<file path="src/rtl/core/ffha_pkg.sv">
// shared types, codes and helpers of the first-fit heap allocator
package ffha_pkg;

    localparam int ADDR_W   = 48;
    localparam int SIZE_W   = 32;
    localparam int STATUS_W = 3;
    localparam int CFG_IDX_W = 2;
    localparam int OP_W     = 5;

    // configuration register indexes
    localparam logic [CFG_IDX_W-1:0] CFG_BASE = 2'd0;
    localparam logic [CFG_IDX_W-1:0] CFG_INIT = 2'd1;
    localparam logic [CFG_IDX_W-1:0] CFG_MAX  = 2'd2;

    // result status codes
    localparam logic [STATUS_W-1:0] ST_OK      = 3'd0;
    localparam logic [STATUS_W-1:0] ST_GROWN   = 3'd1;
    localparam logic [STATUS_W-1:0] ST_OOM     = 3'd2;
    localparam logic [STATUS_W-1:0] ST_NULL    = 3'd3;
    localparam logic [STATUS_W-1:0] ST_DFREE   = 3'd4;
    localparam logic [STATUS_W-1:0] ST_UNKNOWN = 3'd5;
    localparam logic [STATUS_W-1:0] ST_FULL    = 3'd6;

    // request types
    localparam logic REQ_ALLOC = 1'b0;
    localparam logic REQ_FREE  = 1'b1;

    // datapath operations
    typedef logic [OP_W-1:0] t_op;
    localparam t_op OP_NONE       = 5'd0;
    localparam t_op OP_INIT       = 5'd1;
    localparam t_op OP_LOAD       = 5'd2;
    localparam t_op OP_SCAN_RD    = 5'd3;
    localparam t_op OP_SCAN_NEXT  = 5'd4;
    localparam t_op OP_HIT        = 5'd5;
    localparam t_op OP_SPLIT_SET  = 5'd6;
    localparam t_op OP_SR_RD      = 5'd7;
    localparam t_op OP_SR_WR      = 5'd8;
    localparam t_op OP_SPLIT_NEW  = 5'd9;
    localparam t_op OP_ALLOC_MARK = 5'd10;
    localparam t_op OP_GROW       = 5'd11;
    localparam t_op OP_NXT_RD     = 5'd12;
    localparam t_op OP_NXT_CHK    = 5'd13;
    localparam t_op OP_MERGE      = 5'd14;
    localparam t_op OP_CL_RD      = 5'd15;
    localparam t_op OP_CL_WR      = 5'd16;
    localparam t_op OP_CL_FIN     = 5'd17;
    localparam t_op OP_RESULT     = 5'd18;

    // one table entry
    typedef struct packed {
        logic [SIZE_W-1:0] off;
        logic [SIZE_W-1:0] size;
        logic              free;
    } t_entry;

    // controller to datapath
    typedef struct packed {
        t_op                 op;
        logic [STATUS_W-1:0] code;
    } t_cmd;

    // datapath to controller
    typedef struct packed {
        logic init_pend;
        logic is_free_req;
        logic null_addr;
        logic at_end;
        logic match;
        logic cur_free;
        logic split_ok;
        logic sr_more;
        logic has_next;
        logic cl_more;
        logic grow_room;
        logic table_full;
        logic grow_ovf;
        logic out_busy;
    } t_stat;

    // saturate a grown size sum to 32 bits
    function automatic logic [SIZE_W-1:0] sat32(input logic [SIZE_W+1:0] v);
        sat32 = (v[SIZE_W+1:SIZE_W] != 2'b00) ? {SIZE_W{1'b1}} : v[SIZE_W-1:0];
    endfunction

endpackage

</file>
<file path="src/rtl/core/ffha_ctrl.sv">
// sequencer for table scan, split, growth, merge and slot shifts
module ffha_ctrl (
    input  logic           i_clk,
    input  logic           i_rst_n,
    input  logic           i_in_valid,
    output logic           o_in_ready,
    input  ffha_pkg::t_stat i_stat,
    output ffha_pkg::t_cmd  o_cmd
);
    import ffha_pkg::*;

    localparam logic [3:0] S_IDLE   = 4'd0;
    localparam logic [3:0] S_INIT   = 4'd1;
    localparam logic [3:0] S_START  = 4'd2;
    localparam logic [3:0] S_SREAD  = 4'd3;
    localparam logic [3:0] S_SCHK   = 4'd4;
    localparam logic [3:0] S_HIT    = 4'd5;
    localparam logic [3:0] S_SR_RD  = 4'd6;
    localparam logic [3:0] S_SR_WR  = 4'd7;
    localparam logic [3:0] S_AMARK  = 4'd8;
    localparam logic [3:0] S_GROW   = 4'd9;
    localparam logic [3:0] S_NXT_RD = 4'd10;
    localparam logic [3:0] S_NXT_CK = 4'd11;
    localparam logic [3:0] S_MERGE  = 4'd12;
    localparam logic [3:0] S_CL_RD  = 4'd13;
    localparam logic [3:0] S_CL_WR  = 4'd14;
    localparam logic [3:0] S_DONE   = 4'd15;

    logic [3:0]          r_state, n_state;
    logic [STATUS_W-1:0] r_code, n_code;
    logic                w_accept;

    assign o_in_ready = (r_state == S_IDLE) && !i_stat.init_pend;
    assign w_accept   = o_in_ready && i_in_valid;

    // next state and command
    always_comb begin
        n_state    = r_state;
        n_code     = r_code;
        o_cmd.op   = OP_NONE;
        o_cmd.code = r_code;
        unique case (r_state)
            S_IDLE: begin
                if (i_stat.init_pend) begin
                    n_state = S_INIT;
                end else if (w_accept) begin
                    o_cmd.op = OP_LOAD;
                    n_state  = S_START;
                end
            end
            S_INIT: begin
                o_cmd.op = OP_INIT;
                n_state  = S_IDLE;
            end
            S_START: begin
                if (i_stat.is_free_req && i_stat.null_addr) begin
                    n_code  = ST_NULL;
                    n_state = S_DONE;
                end else begin
                    n_state = S_SREAD;
                end
            end
            S_SREAD: begin
                if (i_stat.at_end) begin
                    if (i_stat.is_free_req) begin
                        n_code  = ST_UNKNOWN;
                        n_state = S_DONE;
                    end else begin
                        n_state = S_GROW;
                    end
                end else begin
                    o_cmd.op = OP_SCAN_RD;
                    n_state  = S_SCHK;
                end
            end
            S_SCHK: begin
                if (i_stat.match) begin
                    o_cmd.op = OP_HIT;
                    n_state  = S_HIT;
                end else begin
                    o_cmd.op = OP_SCAN_NEXT;
                    n_state  = S_SREAD;
                end
            end
            S_HIT: begin
                if (!i_stat.is_free_req) begin
                    if (i_stat.split_ok) begin
                        o_cmd.op = OP_SPLIT_SET;
                        n_state  = S_SR_RD;
                    end else begin
                        n_state = S_AMARK;
                    end
                end else if (i_stat.cur_free) begin
                    n_code  = ST_DFREE;
                    n_state = S_DONE;
                end else if (i_stat.has_next) begin
                    n_state = S_NXT_RD;
                end else begin
                    n_state = S_MERGE;
                end
            end
            S_SR_RD: begin
                if (i_stat.sr_more) begin
                    o_cmd.op = OP_SR_RD;
                    n_state  = S_SR_WR;
                end else begin
                    o_cmd.op = OP_SPLIT_NEW;
                    n_state  = S_AMARK;
                end
            end
            S_SR_WR: begin
                o_cmd.op = OP_SR_WR;
                n_state  = S_SR_RD;
            end
            S_AMARK: begin
                o_cmd.op = OP_ALLOC_MARK;
                n_code   = ST_OK;
                n_state  = S_DONE;
            end
            S_GROW: begin
                if (!i_stat.grow_room) begin
                    n_code = ST_OOM;
                end else if (i_stat.table_full) begin
                    n_code = ST_FULL;
                end else if (i_stat.grow_ovf) begin
                    n_code = ST_OOM;
                end else begin
                    o_cmd.op = OP_GROW;
                    n_code   = ST_GROWN;
                end
                n_state = S_DONE;
            end
            S_NXT_RD: begin
                o_cmd.op = OP_NXT_RD;
                n_state  = S_NXT_CK;
            end
            S_NXT_CK: begin
                o_cmd.op = OP_NXT_CHK;
                n_state  = S_MERGE;
            end
            S_MERGE: begin
                o_cmd.op = OP_MERGE;
                n_state  = S_CL_RD;
            end
            S_CL_RD: begin
                if (i_stat.cl_more) begin
                    o_cmd.op = OP_CL_RD;
                    n_state  = S_CL_WR;
                end else begin
                    o_cmd.op = OP_CL_FIN;
                    n_code   = ST_OK;
                    n_state  = S_DONE;
                end
            end
            S_CL_WR: begin
                o_cmd.op = OP_CL_WR;
                n_state  = S_CL_RD;
            end
            S_DONE: begin
                if (!i_stat.out_busy) begin
                    o_cmd.op = OP_RESULT;
                    n_state  = S_IDLE;
                end
            end
            default: n_state = S_IDLE;
        endcase
    end

    // state registers
    always_ff @(posedge i_clk) begin
        if (!i_rst_n) begin
            r_state <= S_IDLE;
            r_code  <= ST_OK;
        end else begin
            r_state <= n_state;
            r_code  <= n_code;
        end
    end

endmodule

</file>
<file path="config.mk">
export PLATFORM = sky130hd
export DESIGN_NAME = ffha_ctrl
export DESIGN_NICKNAME = d
export VERILOG_FILES = /design/src/rtl/core/ffha_pkg.sv /design/src/rtl/core/ffha_ctrl.sv
export SDC_FILE = /design/constraint.sdc
export NUM_CORES = 1
export LEC_CHECK = 0
export ABC_CLOCK_PERIOD_IN_PS = 2000
export CAP_MARGIN = 20
export CORE_MARGIN = 2
export CORE_UTILIZATION = 30
export CTS_BUF_LIST = sky130_fd_sc_hd__clkbuf_8
export DETAILED_ROUTE_END_ITERATION = 10
export DONT_BUFFER_PORTS = 1
export SYNTH_ARGS = -nofsm -noshare
export SYNTH_HDL_FRONTEND = slang
export SYNTH_SLANG_ARGS = --single-unit
</file>
<file path="constraint.sdc">
create_clock -name i_clk -period 2 [get_ports i_clk]
set_input_delay 0 -clock i_clk [delete_from_list [all_inputs] [get_ports i_clk]]
set_output_delay 0 -clock i_clk [all_outputs]
set_load 0.01 [all_outputs]
</file>
After elaboration in Yosys (flattened, before gate mapping)
Index checks and enable logic that the tools add are counted.
Widths: inputs -> output; s select.
Storage, ports and cells
  register bits after elaboration: 7
  output and inout bits: 9
Operators by class
  muxes and demuxes: 37
  reductions and logical operators: 10
  equality and inequality tests: 23
Operators with widths (number)
  $pmux 5 s15: 1
  $pmux 4 s14: 1
  $mux 4: 12
  $mux 3: 14
  $eq 4x4->1 const B: 8
  $pmux 3 s6: 1
  $eq 4x3->1 const B: 4
  $ne 2x2->1 const B: 7
  $mux 5: 2
  $eq 4x2->1 const B: 2
  $mux 2: 4
  $reduce_and 7->1: 1
  $reduce_bool 6->1: 1
  $eq 4x1->1 const B: 1
  $logic_not 4->1: 1
  $reduce_or 2->1: 2
  $logic_and 1x1->1: 3
  $ne 3x3->1 const B: 1
  $mux 1: 2
  $reduce_and 2->1: 1
  $logic_not 1->1: 1

Longest topological paths before layout
Gate-level depths: netlist of the first run.
  word-level depth: 6
  mapped depth: 6
  depth with buffers taken out: 5

Least setup slack after synthesis of the first run
No wires, ideal clock.
  path type: register to register
  from: reg r_state[1]
  to: reg r_state[1]
  path slack: 0.633 ns
  arrival: 1.293 ns
  stages on the path, launching flop included: 6
  path buffers: 2
  data required time: 1.926 ns
  period minus slack after synthesis: 1.367 ns
  cells stage by stage: dfxtp_1 > buf_2 > buf_2 > nor4_2 > a21oi_1 > a31oi_1
On the way
  cells in the longest elaborated chain, start to end: 5
  elaborated cells on any way between the ends: 24
  those cells by class: 17 x eq/ne; 1 x mux; 6 x reduce/logical
Ends and longest elaborated chain
  start: declaration: line ffha_ctrl.sv:29  | logic [3:0] r_state, n_state;
  start signal: assignment: line ffha_ctrl.sv:175  | r_state <= n_state;
  $logic_not 4->1: line ffha_ctrl.sv:33  | assign o_in_ready = (r_state == S_IDLE) && !i_stat.init_pend;
  $logic_and 1x1->1: line ffha_ctrl.sv:33
  via o_in_ready: line ffha_ctrl.sv:6  | output logic o_in_ready,
  $logic_and 1x1->1: line ffha_ctrl.sv:34  | assign w_accept = o_in_ready && i_in_valid;
  $ne 3x3->1 (no line)
  $reduce_and 2->1 (no line)
The timed path passes the listed nets, and every way through them passes these cells.
A chain may end at the register's enable or synchronous reset.

==> summary.md, run 1 <==
| Metric | Value |
|---|---|
| Capture point of the worst path | `o_cmd[3]` |
| H-tree depth | `1` |
| Largest net degree at the start of global routing | `21` |
| Number of flops mapped to enable cells by yosys | `0` |
| Area taken by multi-input logic gates | `633 µm²` |
| Startpoint Class | `register` |
| Pre-antenna DRT Iters | `4` |
| Core region area | `2710 µm²` |
| Initial core utilization | `a little under a third` |
| Number of max-slew violations in the final report | `0` |
| Maximum clock insertion buffer count | `2` |
| First DRT Iteration DRCs | `58` |
| Area used by sequential logic in the layout | `143 µm²` |
| I/O Buffers | `0` |
| Post-synthesis instance total | `125` |
| Area of the mapped netlist | `846 µm²` |
| Number of DRC violations after detailed routing | `0` |
| Startpoint-to-endpoint class of the critical path | `register to primary output` |
| Endpoint class of the critical path | `primary output` |
| Pwr Density | `1700 nW/µm²` |
| Final clock skew | `0.876 ps` |
| TritonCTS clock tree | `built` |
| Vias in the first global route | `~950` |
| Fraction of registers with async set or reset after synthesis | `0%` |
| Die Area | `between 3000 and 4000 µm²` |
| Root buffer cell | `sky130_fd_sc_hd__clkbuf_8` |
| Depth of the worst register-to-register path | `5` |
| Final clock period utilization by the worst path | `between 90 and 100%` |
| Worst reg2reg path startpoint | `r_state[3]` |
| First-pass GRT wire length | `between 4000 and 5000 µm` |
| Arrival time at the worst endpoint | `between 1500 and 2000 ps` |
| Number of nets at the end of the flow | `146` |
| Sequential-to-total area share from yosys stat | `16.6%` |
| Number of nets still failing antenna checks after routing | `0` |
| Worst hold slack | `76.0 ps` |
| Count of state elements after synthesis | `7` |
| Cell type with the largest total area after synthesis | `sky130_fd_sc_hd__dfxtp_1` |
| Skew-Pair Late Insertion Delay | `around 230 ps` |
| Drt wl/cell | `approximately 16 µm` |
| Hold Violations, Final | `0` |
| Dpl ws | `297 ps` |
| Ports | `26` |
| Count of non-filler cells in the finished layout | `roughly 160` |
| Die width | `57.1 µm` |
| Largest cells by area after synthesis | `sky130_fd_sc_hd__dfxtp_1 (17%), sky130_fd_sc_hd__nand2_1 (7.1%), sky130_fd_sc_hd__a21oi_1 (5.9%), sky130_fd_sc_hd__o21ai_0 (5.3%), sky130_fd_sc_hd__nand3_1 (4.7%)` |
| Synth Net Count | `roughly 140` |
| Global-route total usage across every layer | `between 10% and 20%` |
| Clock buffers created by TritonCTS | `3` |
| Most frequent cells after synthesis | `sky130_fd_sc_hd__nand2_1 (16), sky130_fd_sc_hd__a21oi_1 (10), sky130_fd_sc_hd__nor2_1 (10)` |
| Largest vdd supply drop | `0.000996 V` |
| Most used standard cell by instance count after synthesis | `sky130_fd_sc_hd__nand2_1` |
| Cells after DPL | `152` |
| # diodes | `0` |
| Start point of the critical path | `r_state[3]` |
| Min-Delay Path Class | `primary input to register` |
| Post-layout worst setup margin | `142 ps` |
| Most common flop cell mapped by yosys | `sky130_fd_sc_hd__dfxtp_1` |
| Number of sinks on the clock net | `7` |
| Dpl hpwl | `about 2000 µm` |
| Sum Neg Setup Slack | `0 ps` |
| Area added between synthesis and finish | `13.6%` |
| Minimum clock period | `1860 ps` |
| Critical R2R Capture | `r_state[1]` |
| Number of core rows | `19` |
| Final wirelength | `~2600 µm` |
| Worst-margin pin slew | `396 ps` |
| Max Clk Rate | `538 MHz` |
| Area share of the largest cell type after synthesis | `between 15 and 20%` |
| Clock transition time at the flip-flop clock pins of the worst setup and hold paths | `around 40 ps` |
| # fillers | `301` |
| Overflow left after global routing | `0` |
| Leakage power | `~0.35 nW` |
| Initial antenna violation count | `0` |
| Final setup fails | `0` |
| Yosys warning count | `0` |
| Die boundary height | `57.1 µm` |
| Critical path required time | `2000 ps` |
| Worst slew margin | `about 73%` |
| Routability-driven placement congestion ratio | `about 0.9` |
| Worst-case register-to-register setup slack | `320 ps` |
| Vias per cell | `6.22` |
| Status | `finished clean` |
| Worst Path Max Fanout | `12` |
| Synth Area per Inst | `6.77 µm²` |
| Setup repair after global routing missed its margin | `no` |
| Number of distinct library cells after synthesis | `42` |
| Vias after detailed routing | `989` |
| Max-cap violation count | `0` |
| Fraction of final layout cells with drive strength greater than 1 | `14.1%` |
==> stage by stage <==
step	cell area (µm²)	utilization, %	total power, mW
floorplan	846	-	1.18
global placement	883	32.6	1.39
detailed placement	883	32.6	1.40
CTS	958	35.4	1.61
global route	961	35.5	1.78
finish	961	35.5	1.64
==> worst max-delay path: stages, from the launching register on <==
cell and delay [ps]:
sky130_fd_sc_hd__dfxtp_1 540, sky130_fd_sc_hd__inv_1 280, sky130_fd_sc_hd__nand2_1 190, sky130_fd_sc_hd__nor2_1 60, sky130_fd_sc_hd__a222oi_1 380, sky130_fd_sc_hd__nand2_1 170
==> flip-flops by register name (all words and copies together), names as in the netlist <==
name and flops:
r_code 3, r_state 4
==> final cells by class <==
cell class | count | share of cell area (%)
timing repair buffer | 10 | 8.59
inverter | 5 | 1.95
clock buffer | 3 | 4.30
clock inverter | 1 | 0.391
tap | 31 | 4.04
sequential | 7 | 14.8
multi-input combinational | 102 | 65.9
==> cells in the final DEF (no fill, tap or decap), types with 2 or more instances in the layout <==
cell type	instances
sky130_fd_sc_hd__o22ai_1	5
sky130_fd_sc_hd__nand2_1	16
sky130_fd_sc_hd__dfxtp_2	2
sky130_fd_sc_hd__clkbuf_8	3
sky130_fd_sc_hd__dlygate4sd3_1	3
sky130_fd_sc_hd__nor2b_1	4
sky130_fd_sc_hd__a311oi_1	2
sky130_fd_sc_hd__dfxtp_1	5
sky130_fd_sc_hd__nand2b_1	5
sky130_fd_sc_hd__buf_4	7
sky130_fd_sc_hd__a21o_1	2
sky130_fd_sc_hd__nand3_1	8
sky130_fd_sc_hd__nor2_1	10
sky130_fd_sc_hd__nor3b_1	3
sky130_fd_sc_hd__a21oi_1	10
sky130_fd_sc_hd__nand4b_1	2
sky130_fd_sc_hd__o21ai_0	9
sky130_fd_sc_hd__o221ai_1	2
sky130_fd_sc_hd__a211oi_1	2
sky130_fd_sc_hd__inv_1	6
==> worst min-delay path by stage <==
stage	from	end	slack [ps]	cells past startpoint
6_report	i_in_valid	r_state[1]	80	2
3_5_place_dp	i_rst_n	r_code[1]	150	2
3_3_place_gp	i_rst_n	r_code[2]	150	2
2_1_floorplan	i_stat[13]	o_in_ready	40	1
5_1_grt	i_in_valid	r_state[1]	90	2
4_1_cts	i_in_valid	r_state[1]	60	2
==> power breakdown <==
part / switching [mW] / internal (mW) / total, mW
Clock: 0.0687 / 0.133 / 0.202
Combinational: 0.607 / 0.459 / 1.07
Sequential: 0.163 / 0.206 / 0.369
Total: 0.839 / 0.798 / 1.64
==> what timing repair did <==
action | CTS | global route
hold buffers | 3 | 0
endpoints found under the hold margin | 7 | 0
buffers inserted | 0 | 0
endpoints found under the setup margin | 0 | 1
resized for setup | 0 | 2
==> metal layers <==
metal	track usage (%)	share of wire, %	vias to the layer above
met5	0	0	-
met4	4.98	2.5	0
met3	5.90	9.6	9
met2	25.6	44	45
li1	-	-	475
met1	22.3	44	460
==> cells by family after synthesis <==
logic type / after synthesis / share of synthesized area [%]
simple gates: 54 / 34.2
compound gates: 46 / 38.5
buf+inv: 16 / 8.58
flops: 7 / 16.6
xor+xnor: 1 / 1.04
mux: 1 / 1.18
No activity file was read; power rests on OpenSTA's default activity.
==> inputs of run 2 (changes only) <==
--- a/config.mk
+++ b/config.mk
@@ -7,7 +7,6 @@
 export LEC_CHECK = 0
 export ABC_CLOCK_PERIOD_IN_PS = 2000
 export CAP_MARGIN = 20
-export CORE_MARGIN = 2
 export CORE_UTILIZATION = 30
 export CTS_BUF_LIST = sky130_fd_sc_hd__clkbuf_8
 export DETAILED_ROUTE_END_ITERATION = 10
==> summary.md, run 2 (synthesis results as in run 1) <==
| Metric | Value |
|---|---|
| Status | `finished clean` |
| Dpl hpwl | `between 1500 and 2000 µm` |
| Hold path endpoint | `r_state[1]` |
| Initial core utilization | `32.9%` |
| Largest net degree at the start of global routing | `20` |
| Die boundary height | `55.1 µm` |
| Leakage power | `0.343 nW` |
| Setup repair after global routing missed its margin | `no` |
| Final clock period utilization by the worst path | `94.3%` |
| Depth of the worst register-to-register path | `5` |
| Endpoint class of the critical path | `register` |
| Root buffer cell | `sky130_fd_sc_hd__clkbuf_8` |
| Sum Neg Setup Slack | `0 ps` |
| Die Area | `between 3000 and 4000 µm²` |
| Critical R2R Capture | `r_state[0]` |
| Number of DRC violations after detailed routing | `0` |
| Count of non-filler cells in the finished layout | `157` |
| Core region area | `2570 µm²` |
| Global-route total usage across every layer | `a little under a fifth` |
| H-tree depth | `1` |
| Arrival time at the worst endpoint | `2020 ps` |
| Core Util, Final | `a little under two fifths` |
| Total of cells resized after clock tree synthesis | `0` |
| Number of sinks on the clock net | `7` |
| Worst-margin pin slew | `631 ps` |
| I/O Buffers | `0` |
| Pwr Density | `1700 nW/µm²` |
| First-pass GRT wire length | `between 4000 and 5000 µm` |
| Routability-driven placement congestion ratio | `0.919` |
| Vias in the first global route | `between 800 and 900` |
| Clock transition time at the flip-flop clock pins of the worst setup and hold paths | `approximately 40 ps` |
| Maximum clock insertion buffer count | `2` |
| Min-Delay Path Class | `primary input to register` |
| Cells after DPL | `150` |
| Overflow left after global routing | `0` |
| Number of cells on the worst hold path | `2` |
| Number of core rows | `18` |
| Number of max-slew violations in the final report | `0` |
| Clock buffers created by TritonCTS | `3` |
| Dpl ws | `214 ps` |
| Registers with the most flip-flops | `r_state (4), r_code (3)` |
| Critical path required time | `2130 ps` |
| Worst hold slack | `25.1 ps` |
| Vias after detailed routing | `999` |
| Worst slew margin | `57.9%` |
| Area added between synthesis and finish | `12.3%` |
| Final setup fails | `0` |
| Post-layout worst setup margin | `~110 ps` |
| Number of nets at the end of the flow | `145` |
| Startpoint of the worst hold path | `i_in_valid` |
| Drt wl/cell | `16.3 µm` |
| Initial antenna violation count | `0` |
| # diodes | `0` |
| Final clock skew | `roughly 0.48 ps` |
| Startpoint Class | `register` |
| Pre-antenna DRT Iters | `4` |
| Vias per cell | `6.36` |
| Most frequent standard cell in the layout excluding fill and tap cells | `sky130_fd_sc_hd__nand2_1` |
| Post-layout power | `about 1.6 mW` |
| Fraction of final layout cells with drive strength greater than 1 | `11.8%` |
| Skew-Pair Late Insertion Delay | `220 ps` |
| Hold Violations, Final | `0` |
| Largest vdd supply drop | `0.000722 V` |
| Startpoint-to-endpoint class of the critical path | `register to register` |
| Worst reg2reg path startpoint | `r_state[0]` |
| First DRT Iteration DRCs | `47` |
| # fillers | `approximately 290` |
| Post-CTS setup buffer count | `0` |
| Most frequent cells in the layout | `sky130_fd_sc_hd__nand2_1 (16), sky130_fd_sc_hd__nor2_1 (10), sky130_fd_sc_hd__a21oi_1 (10)` |
| Largest register FFs | `4` |
| Worst-case register-to-register setup slack | `110 ps` |
| Worst Path Max Fanout | `19` |
| Area used by sequential logic in the layout | `140 µm²` |
| Register containing the most flip-flops in the final layout | `r_state` |
| Number of nets still failing antenna checks after routing | `0` |
| Area taken by multi-input logic gates | `~630 µm²` |
| Instance area at placement | `between 800 and 900 µm²` |
| Minimum clock period | `1890 ps` |
| Max Clk Rate | `~530 MHz` |
| Final wirelength | `around 2600 µm` |
| TritonCTS clock tree | `built` |
| Ports | `26` |
| Max-cap violation count | `0` |
| Die width | `roughly 55 µm` |
| Summed area of non-filler cells in the final layout | `950 µm²` |
==> run 2: worst max-delay path, stage by stage (launching register included) <==
cell and delay, ps:
sky130_fd_sc_hd__dfxtp_1 710, sky130_fd_sc_hd__nand2b_1 240, sky130_fd_sc_hd__o21a_1 240, sky130_fd_sc_hd__o22ai_1 240, sky130_fd_sc_hd__nor4_1 110, sky130_fd_sc_hd__a211oi_1 240
==> run 2: area by class of cell <==
cell class / instances / area share (%)
Clock inverter: 1 / 0.395
Clock buffer: 3 / 4.35
Tap cell: 30 / 3.95
Inverter: 5 / 1.98
Sequential cell: 7 / 14.8
Timing Repair Buffer: 9 / 7.91
Multi-Input combinational cell: 102 / 66.7
==> run 2: how the worst max path moves through the flow <==
stage / cells after the start / to / startpoint / slack [ps]
4_1_cts: 5 / o_cmd[4] / r_state[0] / 140
5_1_grt: 5 / o_cmd[3] / r_state[3] / 30
3_3_place_gp: 5 / r_state[1] / r_state[1] / 320
6_report: 5 / r_state[0] / r_state[0] / 110
2_1_floorplan: 5 / r_state[1] / r_state[1] / 630
3_5_place_dp: 5 / r_state[0] / r_state[0] / 210
==> run 2: metal layers <==
metal  track usage (%)  part of all wire (%)  wire (µm)  up-vias
li1                  -                     -          -      483
met1              25.2                    42       1080      469
met2              29.9                    47       1200       47
met3              6.28                    11        269        0
met4                 0                     0          0        0
met5                 0                     0          0        -
==> run 2: power breakdown <==
group | switching, mW | leakage, nW | total (mW) | internal (mW)
registers | 0.167 | 0.0575 | 0.367 | 0.201
clock network | 0.0584 | 0.0269 | 0.191 | 0.132
logic | 0.608 | 0.258 | 1.05 | 0.445
total | 0.833 | 0.343 | 1.61 | 0.778
==> run 2: what timing repair did <==
item | CTS | global route
setup endpoints to repair | 0 | 0
hold endpoints to repair | 7 | 0
hold buffers | 3 | 0
==> inputs of run 3 (changes only) <==
--- a/config.mk
+++ b/config.mk
@@ -5,7 +5,7 @@
 export SDC_FILE = /design/constraint.sdc
 export NUM_CORES = 1
 export LEC_CHECK = 0
-export ABC_CLOCK_PERIOD_IN_PS = 2000
+export ABC_CLOCK_PERIOD_IN_PS = 2150
 export CAP_MARGIN = 20
 export CORE_UTILIZATION = 30
 export CTS_BUF_LIST = sky130_fd_sc_hd__clkbuf_8
==> constraint.sdc (replaced) <==
create_clock -name i_clk -period 2.15 [get_ports i_clk]
set_input_delay 0 -clock i_clk [delete_from_list [all_inputs] [get_ports i_clk]]
set_output_delay 0 -clock i_clk [all_outputs]
set_load 0.01 [all_outputs]
==> summary.md, run 3 (synthesis results as in run 1) <==
| Metric | Value |
|---|---|
| Dpl ws | `309 ps` |
| Int Power | `725 µW` |
| Sum Neg Setup Slack | `0 ps` |
| Startpoint Class | `register` |
| Register containing the most flip-flops in the final layout | `r_state` |
| Cell at the slowest stage of the critical path | `sky130_fd_sc_hd__dfxtp_1` |
| Pwr Density | `1590 nW/µm²` |
| I/O Buffers | `0` |
| Ports | `26` |
| Total of cells resized after clock tree synthesis | `0` |
| Final clock skew | `4.11 ps` |
| Die boundary height | `55.1 µm` |
| First DRT Iteration DRCs | `39` |
| Endpoint class of the critical path | `primary output` |
| Status | `finished clean` |
| Relative contribution of sequential cells to total power | `22.6%` |
| Maximum clock insertion buffer count | `2` |
| Worst Path Max Fanout | `19` |
| Arrival time at the worst endpoint | `1920 ps` |
| Min-Delay Path Class | `primary input to register` |
| Global-route total usage across every layer | `20.5%` |
| Critical path required time | `2150 ps` |
| Worst-margin pin slew | `608 ps` |
| H-tree depth | `1` |
| Most frequent standard cell in the layout excluding fill and tap cells | `sky130_fd_sc_hd__nand2_1` |
| Summed area of non-filler cells in the final layout | `~960 µm²` |
| Post-CTS setup buffer count | `0` |
| Leakage power | `0.347 nW` |
| Largest register FFs | `4` |
| Ordered list of cells on the worst path | `buf_4, nor2b_1, a32oi_1, nor2_1, a21oi_1, nand3_1` |
| Routability-driven placement congestion ratio | `0.919` |
| Worst-case register-to-register setup slack | `about 230 ps` |
| Final clock period utilization by the worst path | `89.3%` |
| Vias after detailed routing | `about 1000` |
| Combined buffer and inverter count along the critical path | `1` |
| Largest vdd supply drop | `0.000679 V` |
| Skew-Pair Late Insertion Delay | `between 200 and 250 ps` |
| Post-layout power | `1.52 mW` |
| Dpl hpwl | `1990 µm` |
| Number of core rows | `18` |
| Kind of cell adding the most delay to the critical path | `flip-flops` |
| Pre-antenna DRT Iters | `4` |
| Max Clk Rate | `521 MHz` |
| Most frequent cells in the layout | `sky130_fd_sc_hd__nand2_1 (16), sky130_fd_sc_hd__nor2_1 (10), sky130_fd_sc_hd__a21oi_1 (10)` |
| Number of DRC violations after detailed routing | `0` |
| First-pass GRT wire length | `4510 µm` |
| Number of max-slew violations in the final report | `0` |
| # diodes | `0` |
| Area added between synthesis and finish | `13.5%` |
| Root buffer cell | `sky130_fd_sc_hd__clkbuf_8` |
| Setup repair after global routing missed its margin | `no` |
| Final setup fails | `0` |
| Power share of the combinational group | `65.3%` |
| Startpoint-to-endpoint class of the critical path | `register to primary output` |
| Largest stage delay on the critical path | `700 ps` |
| TritonCTS clock tree | `built` |
| Vias per cell | `6.44` |
| Switching power | `about 800 µW` |
| Drt wl/cell | `17.3 µm` |
| Final wirelength | `around 2700 µm` |
| Clock transition time at the flip-flop clock pins of the worst setup and hold paths | `40 ps` |
| Max-cap violation count | `0` |
| Die Area | `3040 µm²` |
| Number of sinks on the clock net | `7` |
| Die width | `roughly 55 µm` |
| Fraction of final layout cells with drive strength greater than 1 | `11.7%` |
| Post-layout worst setup margin | `230 ps` |
| Clock buffers created by TritonCTS | `3` |
| Number of nets still failing antenna checks after routing | `0` |
| Hold Violations, Final | `0` |
| Vias in the first global route | `986` |
| Worst slew margin | `59.4%` |
| Core region area | `about 2600 µm²` |
| Sw Share | `52.4%` |
| Minimum clock period | `~1900 ps` |
| Initial core utilization | `32.9%` |
| # fillers | `279` |
| Largest net degree at the start of global routing | `20` |
| Number of nets at the end of the flow | `146` |
| Overflow left after global routing | `0` |
| Clock share of power | `between 10% and 20%` |
| Registers with the most flip-flops | `r_state (4), r_code (3)` |
| Instance area at placement | `875 µm²` |
| Initial antenna violation count | `0` |
| Worst hold slack | `79.3 ps` |
run 3: layout make-up:
| type | count | area, µm² | area share [%] |
|---|---|---|---|
| Multi-Input combinational cell | 102 | 633 | 66.0 |
| Sequential cell | 7 | 140 | 14.6 |
| Timing Repair Buffer | 10 | 85.1 | 8.87 |
| Clock buffer | 3 | 41.3 | 4.30 |
| Tap cell | 30 | 37.5 | 3.91 |
| Inverter | 5 | 18.8 | 1.96 |
| Clock inverter | 1 | 3.75 | 0.391 |
run 3: path summary, 6_finish.rpt:
check             start          to  cells after the start
max          r_state[0]    o_cmd[4]                      6
min reg2reg   r_code[1]   r_code[1]                      2
min           i_stat[9]  r_state[1]                      3
max reg2reg  r_state[0]  r_state[0]                      5
run 3: power groups by stage:
stage / clock network (mW) / logic (mW) / registers, mW
finish: 0.185 / 0.995 / 0.344
global route: 0.195 / 1.10 / 0.356
CTS: 0.186 / 0.983 / 0.340
detailed placement: 0 / 0.967 / 0.340
global placement: 0 / 0.965 / 0.341
floorplan: 0 / 0.860 / 0.233
run 3: timing repair:
action	CTS	global route
hold buffers	4	0
setup endpoints to repair	0	0
hold endpoints to repair	7	0
run 3: worst min-delay path, cell delays in order:
cell and delay, ps:
sky130_fd_sc_hd__o221ai_1 100, sky130_fd_sc_hd__o21ai_0 80, sky130_fd_sc_hd__a31oi_1 80
run 3: per-layer routing:
metal	global-route usage, %	vias to the layer above	routed length, µm	part of all wire [%]
met4	6.25	0	53	1.9
met5	0	-	0	0
met3	7.10	8	303	11
li1	-	479	-	-
met1	26.5	459	1170	43
met2	31.7	71	1210	44
run 3: through the flow:
stage / util (%) / instances
2_1_floorplan: - / 125
6_report: 37.4 / 158
4_1_cts: 37.4 / 158
3_3_place_gp: 34.1 / 150
3_5_place_dp: 34.1 / 150
5_1_grt: 37.4 / 158
